===== config.mk =====
export PLATFORM = sky130hd
export DESIGN_NAME = ggc_queue
export DESIGN_NICKNAME = d
export VERILOG_FILES = /design/src/ggc_pkg.sv /design/src/ggc_queue.sv
export SDC_FILE = /design/constraint.sdc
export NUM_CORES = 1
export LEC_CHECK = 0
export BUFFER_PORTS_ARGS = -buffer_cell sky130_fd_sc_hd__buf_4
export CORE_MARGIN = 2
export CORE_UTILIZATION = 61
export CTS_BUF_LIST = sky130_fd_sc_hd__clkbuf_8 sky130_fd_sc_hd__clkbuf_16
export CTS_CLUSTER_SIZE = 12
export DETAILED_ROUTE_END_ITERATION = 10
export GPL_ROUTABILITY_DRIVEN = 0
export HOLD_SLACK_MARGIN = 0.15
export PLACE_DENSITY = 0.84
export SYNTH_ARGS = -nofsm -noshare
export SYNTH_HDL_FRONTEND = slang
export SYNTH_SLANG_ARGS = --single-unit

===== constraint.sdc =====
create_clock -name clock -period 5.15 [get_ports clock]
set_input_delay 0.515 -clock clock [delete_from_list [all_inputs] [get_ports clock]]
set_output_delay 0.515 -clock clock [all_outputs]
set_load 0.03 [all_outputs]

===== src/ggc_pkg.sv =====
// Shared constants and types of the greedy graph coloring block.
package ggc_pkg;

   localparam int MAX_NODES   = 4096;
   localparam int MAX_COLORS  = 32;
   localparam int NODE_W      = $clog2(MAX_NODES);
   localparam int ROW_W       = NODE_W + 1;
   localparam int COLOR_W     = $clog2(MAX_COLORS + 1);
   localparam int MASK_IDX_W  = $clog2(MAX_COLORS);
   localparam int COUNT_W     = NODE_W + 1;
   localparam int TALLY_DEPTH = MAX_COLORS + 1;
   localparam int QUEUE_DEPTH = 4;
   localparam int QPTR_W      = $clog2(QUEUE_DEPTH);

   localparam int CSR_IDX_W   = 1;
   localparam int CSR_DATA_W  = 13;

   typedef enum logic [CSR_IDX_W-1:0] {
      CSR_NUM_ROWS    = 1'b0,
      CSR_COLOR_LIMIT = 1'b1
   } csr_index_type;

   // One operation handed from the front to the back.
   typedef struct packed {
      logic              restart;
      logic [NODE_W-1:0] row;
      logic [NODE_W-1:0] nb;
      logic              nb_ok;
      logic              last;
      logic              done;
   } ggc_op_type;

endpackage


===== src/ggc_queue.sv =====
// Short queue of operations between the front end and the back end.
module ggc_queue (
   input  logic                clock,
   input  logic                reset,
   input  logic                push,
   input  ggc_pkg::ggc_op_type push_op,
   output logic                full,
   input  logic                pop,
   output logic                head_valid,
   output ggc_pkg::ggc_op_type head_op
);
   import ggc_pkg::*;

   ggc_op_type        slot_ff [QUEUE_DEPTH];
   logic [QPTR_W-1:0] wr_ff, wr_in, rd_ff, rd_in;
   logic [QPTR_W:0]   cnt_ff, cnt_in;
   logic              do_push, do_pop;

   assign full       = cnt_ff == (QPTR_W+1)'(QUEUE_DEPTH);
   assign head_valid = cnt_ff != '0;
   assign head_op    = slot_ff[rd_ff];
   assign do_push    = push && !full;
   assign do_pop     = pop && head_valid;

   always_comb begin
      wr_in  = do_push ? wr_ff + QPTR_W'(1) : wr_ff;
      rd_in  = do_pop  ? rd_ff + QPTR_W'(1) : rd_ff;
      cnt_in = cnt_ff;
      if (do_push && !do_pop) begin
         cnt_in = cnt_ff + (QPTR_W+1)'(1);
      end else if (do_pop && !do_push) begin
         cnt_in = cnt_ff - (QPTR_W+1)'(1);
      end
   end

   always_ff @(posedge clock) begin
      if (reset) begin
         wr_ff  <= '0;
         rd_ff  <= '0;
         cnt_ff <= '0;
      end else begin
         wr_ff  <= wr_in;
         rd_ff  <= rd_in;
         cnt_ff <= cnt_in;
      end
   end

   always_ff @(posedge clock) begin
      if (do_push) begin
         slot_ff[wr_ff] <= push_op;
      end
   end

endmodule


==> impl_results.md <==
- CTS Buf Count: 17
- WP data required: 4.64 ns
- Sw frac: 30.0%
- IO Port Bufs: slightly above 60
- Vias: 2,182
- Hold Vio Cnt, Final: 0
- Worst skew pair latency: 0.50 ns
- Psw: 959 uW
- Worst Skew: ~0.0077 ns
- Post-Syn Area: 4560 um2
- WS Path Type: register to primary output
- Maximum clock rate: ~350 MHz
- Setup TNS: 0 ns
- First-pass GRT wire length: around 13 mm
- Width of the die: 90.5 um
- Layout cell share with drive strength beyond 1: 42.5%
- Most common cell after layout, fill and taps aside: edfxtp_1
- Critical Path Start Type: register
- Row count: 31
- Remaining DRCs: 0
- Die height: 90.5 um
- Clock transition at path regs: 0.06 ns
- Most frequent cells in the layout: edfxtp_1 (112), buf_4 (66), mux4_2 (20)
- Tmin final: 2.88 ns
- Starting Density: 62.9%
- Area Growth Syn to Fin: 24.7%
- Die footprint: 8180 um2
- Pwr dens: 562 nW/um2
- Worst hold-check path type: primary input to register
- RSZ-0062 raised after global routing: false
- Wire per inst: 21.5 um
- CTS max path bufs: 2
- Final setup viols: 0
- Post_cts resized: 0
- Leakage power: 2.01 nW
- Vias in the first global route: 2,339
- H-Tree Depth: 4
- Rel. slew slack: between 30% and 40%
- Slew @ Worst Pin: 0.986 ns
- Number of nets with antenna violations after routing: 0
- Combinational Power Share: about a quarter
- Drt pass-1 iters: 4
- I/O Pins: 62
- Max Slew Vio Count: 0
- Ys Warns: 0
- CTS tree: built
- Setup bufs post-CTS: 0
- Post-Route Utilization: roughly four fifths
- Post-DP HPWL: 4.77 mm
- Hold_buf cts: 0
- Nets: 310
- DR vias/cell: 5.68
- MaxCap Viol Count: 0
- N_diodes: 0
- Outcome: finished, final reports clean
- Post-synthesis sequential area ratio: 77.7%
- Max FO, Critical Path: 28
- Max rail drop VDD: approximately 0.00037 V
- Area of the core: 7250 um2
- Initial antenna violation count: 0
- Syn nets: 232
- Initial DRC Count: 142
- Synth Register Bits: 121
- Fin crit share: 55.9%
- Clk sinks: 121
- Sequential power share: 40.2%
- Pint: 2.24 mW
- Worst EP arrival: 2.36 ns
- Gr ovfl total: 0
- GRT Total Usage: 22.4%
- DRT Wirelength: 8.24 mm
- Post-synth cell types: 22
- Avg Inst Size Synth: about 24 um2
- Clk root buf: clkbuf_8
- Crit end category: primary output
- Largest net degree at the start of global routing: 29
- Cells after Synth: between 150 and 200
- Clock share of power: 35.4%
==> synth_stat cells <==
cell type  number  area, um2
o311ai_0        1       8.76
buf_12          2       40.0
mux4_2         20        450
buf_6           1       11.3
dfxtp_1         9        180
or3_1           3       18.8
mux4_1          8        210
ha_1            5       62.6
o31ai_2         1       12.5
buf_2           3       15.0
a21oi_1         2       10.0
mux2i_1         2       20.0
clkbuf_1        1       3.75
fa_1            1       20.0
nand2b_1        2       12.5
nor3b_2         1       12.5
o21ai_0         2       10.0
inv_1           4       15.0
nor2_1          6       22.5
xor2_1          4       35.0
edfxtp_1      112       3360
and2_1          4       25.0
==> layout make-up <==
type,count,area [um2]
flip-flops and latches,121,3540
multi-input cells,62,931
inverters,4,15.0
repair buffers,66,495
fillers,364,1570
clock buffers,17,414
well taps,99,124
clock inverters,15,163
==> metrics by stage <==
| stage | cells | hold slack (ns) | total power [mW] | instance area, um2 | worst slack (ns) |
|---|---|---|---|---|---|
| detailed placement | 352 | 0.526 | 2.08 | 5110 | 2.74 |
| finish | 384 | 0.213 | 3.19 | 5690 | 2.27 |
| CTS | 384 | 0.181 | 3.22 | 5690 | 2.19 |
| floorplan | 194 | 0.482 | 1.84 | 4560 | 3.02 |
| global route | 384 | 0.185 | 3.31 | 5690 | 2.11 |
| global placement | 352 | 0.504 | 2.06 | 5110 | 2.75 |
==> worst max-delay path, stage by stage, from the launching register on <==
cell	delay [ns]
dfxtp_2	0.98
mux4_1	0.69
buf_4	0.19
==> routing by layer <==
layer,GRT usage (%),vias up,part of all wire [%]
met3,6.93,8,4.2
met5,0,-,0
met4,6.28,0,0.89
met2,35.8,73,53
li1,-,969,-
met1,30.6,1132,42
==> sequential cells by signal, indices dropped and copies added (netlist names), named ones only <==
register  flops
slot_ff     112
cnt_ff        3
rd_ff         2
wr_ff         2
==> cell families (layout without fill, tap and decap cells) <==
family                     after synthesis  count (layout)  synth area share (%)
xor gates and xnor gates                 4               4                 0.768
adders and majority gates                6               6                  1.81
DFF                                    121             121                  77.7
buffers and inverters                   11             102                  1.87
and+or+nand+nor                         16              16                  2.00
AOI/OAI and AO/OA                        6               6                 0.906
muxes                                   30              30                  14.9
==> power groups by stage <==
stage | clock network [mW] | logic [mW] | registers, mW
after floorplan | 0 | 0.606 | 1.23
after global placement | 0 | 0.759 | 1.30
after detailed placement | 0 | 0.774 | 1.31
after CTS | 1.15 | 0.784 | 1.29
after global routing | 1.19 | 0.816 | 1.30
final | 1.13 | 0.777 | 1.28
==> final timing paths <==
check	from	to	slack (ns)	cells after the start
worst max register to register	cnt_ff[0]	cnt_ff[2]	2.79	8
worst min register to register	rd_ff[0]	register	0.56	2
worst max-delay path	register	head_op[26]	2.27	2
worst min-delay path	push_op[3]	slot_ff[0][3]	0.21	1
No activity file was read; power rests on OpenSTA's default activity.
