File: src/ggc_pkg.sv
// Shared constants and types of the greedy graph coloring block.
package ggc_pkg;

   localparam int MAX_NODES   = 4096;
   localparam int MAX_COLORS  = 32;
   localparam int NODE_W      = $clog2(MAX_NODES);
   localparam int ROW_W       = NODE_W + 1;
   localparam int COLOR_W     = $clog2(MAX_COLORS + 1);
   localparam int MASK_IDX_W  = $clog2(MAX_COLORS);
   localparam int COUNT_W     = NODE_W + 1;
   localparam int TALLY_DEPTH = MAX_COLORS + 1;
   localparam int QUEUE_DEPTH = 4;
   localparam int QPTR_W      = $clog2(QUEUE_DEPTH);

   localparam int CSR_IDX_W   = 1;
   localparam int CSR_DATA_W  = 13;

   typedef enum logic [CSR_IDX_W-1:0] {
      CSR_NUM_ROWS    = 1'b0,
      CSR_COLOR_LIMIT = 1'b1
   } csr_index_type;

   // One operation handed from the front to the back.
   typedef struct packed {
      logic              restart;
      logic [NODE_W-1:0] row;
      logic [NODE_W-1:0] nb;
      logic              nb_ok;
      logic              last;
      logic              done;
   } ggc_op_type;

endpackage

File: src/ggc_front.sv
// Front end: accepts transactions, tracks the row number and classifies entries.
module ggc_front (
   input  logic                      clock,
   input  logic                      reset,
   input  logic                      req_valid,
   output logic                      req_ready,
   input  logic                      req_cmd,
   input  logic [ggc_pkg::NODE_W-1:0] req_neighbor,
   input  logic                      req_has_entry,
   input  logic                      req_last_of_row,
   input  logic [ggc_pkg::ROW_W-1:0] rows_eff,
   input  logic                      q_full,
   output logic                      push,
   output ggc_pkg::ggc_op_type       push_op
);
   import ggc_pkg::*;

   logic [ROW_W-1:0] row_ff, row_in;
   logic             accept;
   logic             in_graph;

   assign req_ready = !q_full;
   assign accept    = req_valid && !q_full;
   assign in_graph  = row_ff < rows_eff;

   always_comb begin
      push_op.restart = req_cmd;
      push_op.row     = row_ff[NODE_W-1:0];
      push_op.nb      = req_neighbor;
      // Only rows already colored in this graph hold a color; others read as uncolored.
      push_op.nb_ok   = req_has_entry && ({1'b0, req_neighbor} < row_ff);
      push_op.last    = req_last_of_row;
      push_op.done    = (row_ff + ROW_W'(1)) == rows_eff;
      push = accept && (req_cmd || (in_graph && (push_op.nb_ok || req_last_of_row)));
      row_in = row_ff;
      if (accept) begin
         if (req_cmd) begin
            row_in = '0;
         end else if (in_graph && req_last_of_row) begin
            row_in = row_ff + ROW_W'(1);
         end
      end
   end

   always_ff @(posedge clock) begin
      if (reset) begin
         row_ff <= '0;
      end else begin
         row_ff <= row_in;
      end
   end

endmodule

File: config.mk
export PLATFORM = sky130hd
export DESIGN_NAME = ggc_front
export DESIGN_NICKNAME = d
export VERILOG_FILES = /design/src/ggc_pkg.sv /design/src/ggc_front.sv
export SDC_FILE = /design/constraint.sdc
export NUM_CORES = 1
export LEC_CHECK = 0
export BUFFER_PORTS_ARGS = -buffer_cell sky130_fd_sc_hd__buf_2
export CORE_MARGIN = 3
export CORE_UTILIZATION = 30
export DETAILED_ROUTE_END_ITERATION = 10
export PLACE_DENSITY = 0.51
export SYNTH_ARGS = -nofsm -noshare
export SYNTH_HDL_FRONTEND = slang
export SYNTH_SLANG_ARGS = --single-unit
File: constraint.sdc
create_clock -name clock -period 2.5 [get_ports clock]
set_clock_uncertainty 0.1 [all_clocks]
set_input_delay 0.25 -clock clock [delete_from_list [all_inputs] [get_ports clock]]
set_output_delay 0.25 -clock clock [all_outputs]
set_load 0.1 [all_outputs]
==> summary.txt <==
Detailed routing
  – Via count: 1846
  – Iteration count of the initial detailed-routing pass: 4
  – DR DRC count: 0
  – Average routed wire per standard cell: 14.3 µm
  – Drt total wl: 5400 µm
  – Antenna-violating nets left: 0
  – DR vias/cell: 4.90
  – DRT iter0 DRCs: 88

Final layout
  – Final layout net count: 363
  – Diodes inserted: 0
  – Area Overhead vs Synth: 41.2%
  – Max reg flops: 13
  – Share of cells above drive strength 1: 45.6%
  – Post-route core utilization: 44.7%
  – FILL cells: 615
  – Finished Layout Cells: 377
  – Largest regs: row_ff x13
  – Most flops, register: row_ff

Clock network
  – Clk Latency, worst-skew pair: 0.25 ns
  – H-tree depth: 1
  – Clock-pin slew on the worst setup and hold paths: 0.06 ns
  – TritonCTS clock tree: yes
  – Cts hold-fix bufs: 0
  – Clock sink total: 13
  – TritonCTS Buffers: 3
  – Max clock buf depth: 2
  – Clk root buf: clkbuf_8

Timing
  – Fin crit share: 100%
  – Actual slew at the worst max-slew pin: 0.491 ns
  – Rel. slew slack: 67.5%
  – Setup violators final: 1
  – PnR worst setup slack: -0.000200 ns
  – TNS Setup: -0.000200 ns
  – Hold Violations, Final: 0
  – Post-layout minimum cycle time: 2.50 ns
  – Final Slew Violations: 0
  – Fmax: 0.400 GHz
  – RSZ-0062 raised after global routing: true

Global route
  – Antenna violations before repair: 0
  – Largest net degree at the start of global routing: 15
  – Vias in the first global route: 1745
  – GRT Total Usage: 14.8%
  – First-pass GRT wire length: 8410 µm
  – Grt ovf: 0

Yosys
  – Synth top area share: 17.6%
  – Syn_nets: 293
  – Synthesized area: 1780 µm²
  – Register area share after synthesis: 14.7%
  – Synth top area cells: ha_1, dfxtp_1, buf_4
  – Synth Area per Inst: 7.52 µm²
  – Yosys top cell by area: ha_1
  – Synthesis Warnings: 0
  – Count of cell types in the netlist: 39
  – Seq cells post-synth: 13
  – Synth Instances: 236

Die
  – I/O Pins: 62
  – Starting density of the core: 31.7%
  – Core footprint: 5610 µm²
  – Die Ht: 82.9 µm
  – Die width: 82.9 µm
  – FP Rows: 27
  – Die area: 6880 µm²

Placement
  – # port buffers: 61
  – Inst Count DP: 360
  – GPL Wtd Cong: 0.841
  – Dpl hpwl: 4100 µm

Setup path
  – CP Data Required Time: 2.15 ns
  – Critical path arrival: 2.15 ns
  – Worst setup EP type: output pin
  – Worst r2r src: row_ff[5]
  – Crit start category: flip-flop
  – Crit path from: row_ff[6]
  – CP max FO: 4
  – Critical setup path kind: reg2out

Power and ir drop
  – Design Power: 688 µW
  – LEAKAGE: 1.16 nW
  – Power per cell area: 274 nW/µm²
  – Worst VDD drop: 0.000153 V

Min path
  – HP Start: reset
  – Hold Path Class: in2reg

Status
  – Status: finished with violations
  – Failing checks: setup timing

Job
  – Max Cap Violations: 0
## final timing paths
check	endpoint	slack [ns]	depth (start not counted)
max	push	-0.0002	9
min	row_ff[1]	0.26	2
max reg2reg	row_ff[3]	0.14	9
min reg2reg	row_ff[2]	0.43	2
## logic make-up after synthesis
logic type,after synthesis,share of synthesized area (%)
buffers and inverters,60,18.3
and+or+nand+nor,60,20.6
AOI/OAI and AO/OA,59,19.4
adders and majority gates,25,17.6
xor gates and xnor gates,18,8.88
DFF,13,14.7
muxes,1,0.564
## per-layer routing
layer / vias up / wire length (µm) / share of wire (%) / track usage, %
met5: - / 0 / 0 / 0
li1: 932 / - / - / -
met2: 50 / 2720 / 50 / 26.4
met4: 0 / 40 / 0.74 / 2.67
met3: 5 / 266 / 4.9 / 2.98
met1: 859 / 2370 / 44 / 18.6
## final cells by class
cell class | instances | area, µm² | share of cell area [%]
Timing Repair Buffer | 97 | 634 | 25.3
Multi-Input combinational cell | 163 | 1340 | 53.5
Tap cell | 72 | 90.1 | 3.59
Sequential cell | 13 | 292 | 11.6
Inverter | 28 | 105 | 4.19
Clock buffer | 4 | 45.0 | 1.80
## cell usage in the layout (no fill, tap or decap), types with 5 or more instances in the layout
cell	instances
a21o_1	5
a21oi_1	22
a31oi_1	5
buf_2	59
buf_4	33
dfxtp_4	8
ha_1	24
inv_1	26
nand2_1	5
nand3b_1	8
nor2_1	17
o21ai_0	14
xnor2_1	14
## critical path, stage by stage, from the launching register on
cell and delay (ns):
dfxtp_4 0.37, inv_2 0.06, ha_1 0.30, a21o_1 0.17, a21o_1 0.18, a21oi_2 0.15, o21ai_2 0.10, a21o_1 0.21
a21oi_4 0.18, buf_12 0.19
## through the flow
| stage | worst slack (ns) | hold slack [ns] | instance area [µm²] |
|---|---|---|---|
| floorplan | 0.0436 | 0.219 | 1790 |
| global placement | 0.00964 | 0.462 | 2180 |
| detailed placement | 0.0153 | 0.480 | 2180 |
| CTS | 0.000761 | 0.256 | 2380 |
| global route | -0.148 | 0.283 | 2510 |
| finish | -0.000200 | 0.259 | 2510 |
## power by group
group	switching [mW]	leakage, nW	internal [mW]
registers	0.00126	0.112	0.199
clock network	0.0949	0.0228	0.113
logic	0.197	1.02	0.0826
total	0.293	1.16	0.395
## repair_timing
item,in CTS,in global routing
gates resized for setup,34,14
endpoints found under the setup margin,3,10
gates cloned,0,1
pin swaps,14,8
buffers inserted,6,6
## cell usage after synthesis
library cell and count:
o2bb2a_1 1, buf_2 1, or3b_1 1, nor2b_1 1
dfxtp_1 13, ha_1 25, a2111oi_2 1, nand2_1 8
a31oi_1 7, or3_2 1, xnor2_1 16, mux2i_1 1
xor2_1 2, nor4_1 1, nor2_1 17, or3_1 2
a211oi_1 1, o2111ai_1 1, and4b_1 1, nand4b_1 1
and4bb_1 1, nand3_1 4, a21oi_1 25, clkbuf_1 5
o21ai_0 16, buf_4 26, and3_4 1, nand4_1 2
and3_1 2, nor4_2 1, a221oi_1 1, nand3_4 1
nor4_4 1, nor3_1 4, inv_1 28, nand3b_1 8
a21o_1 5, o31ai_1 1, nand2b_1 2
Power figures use the tool's default switching activity.
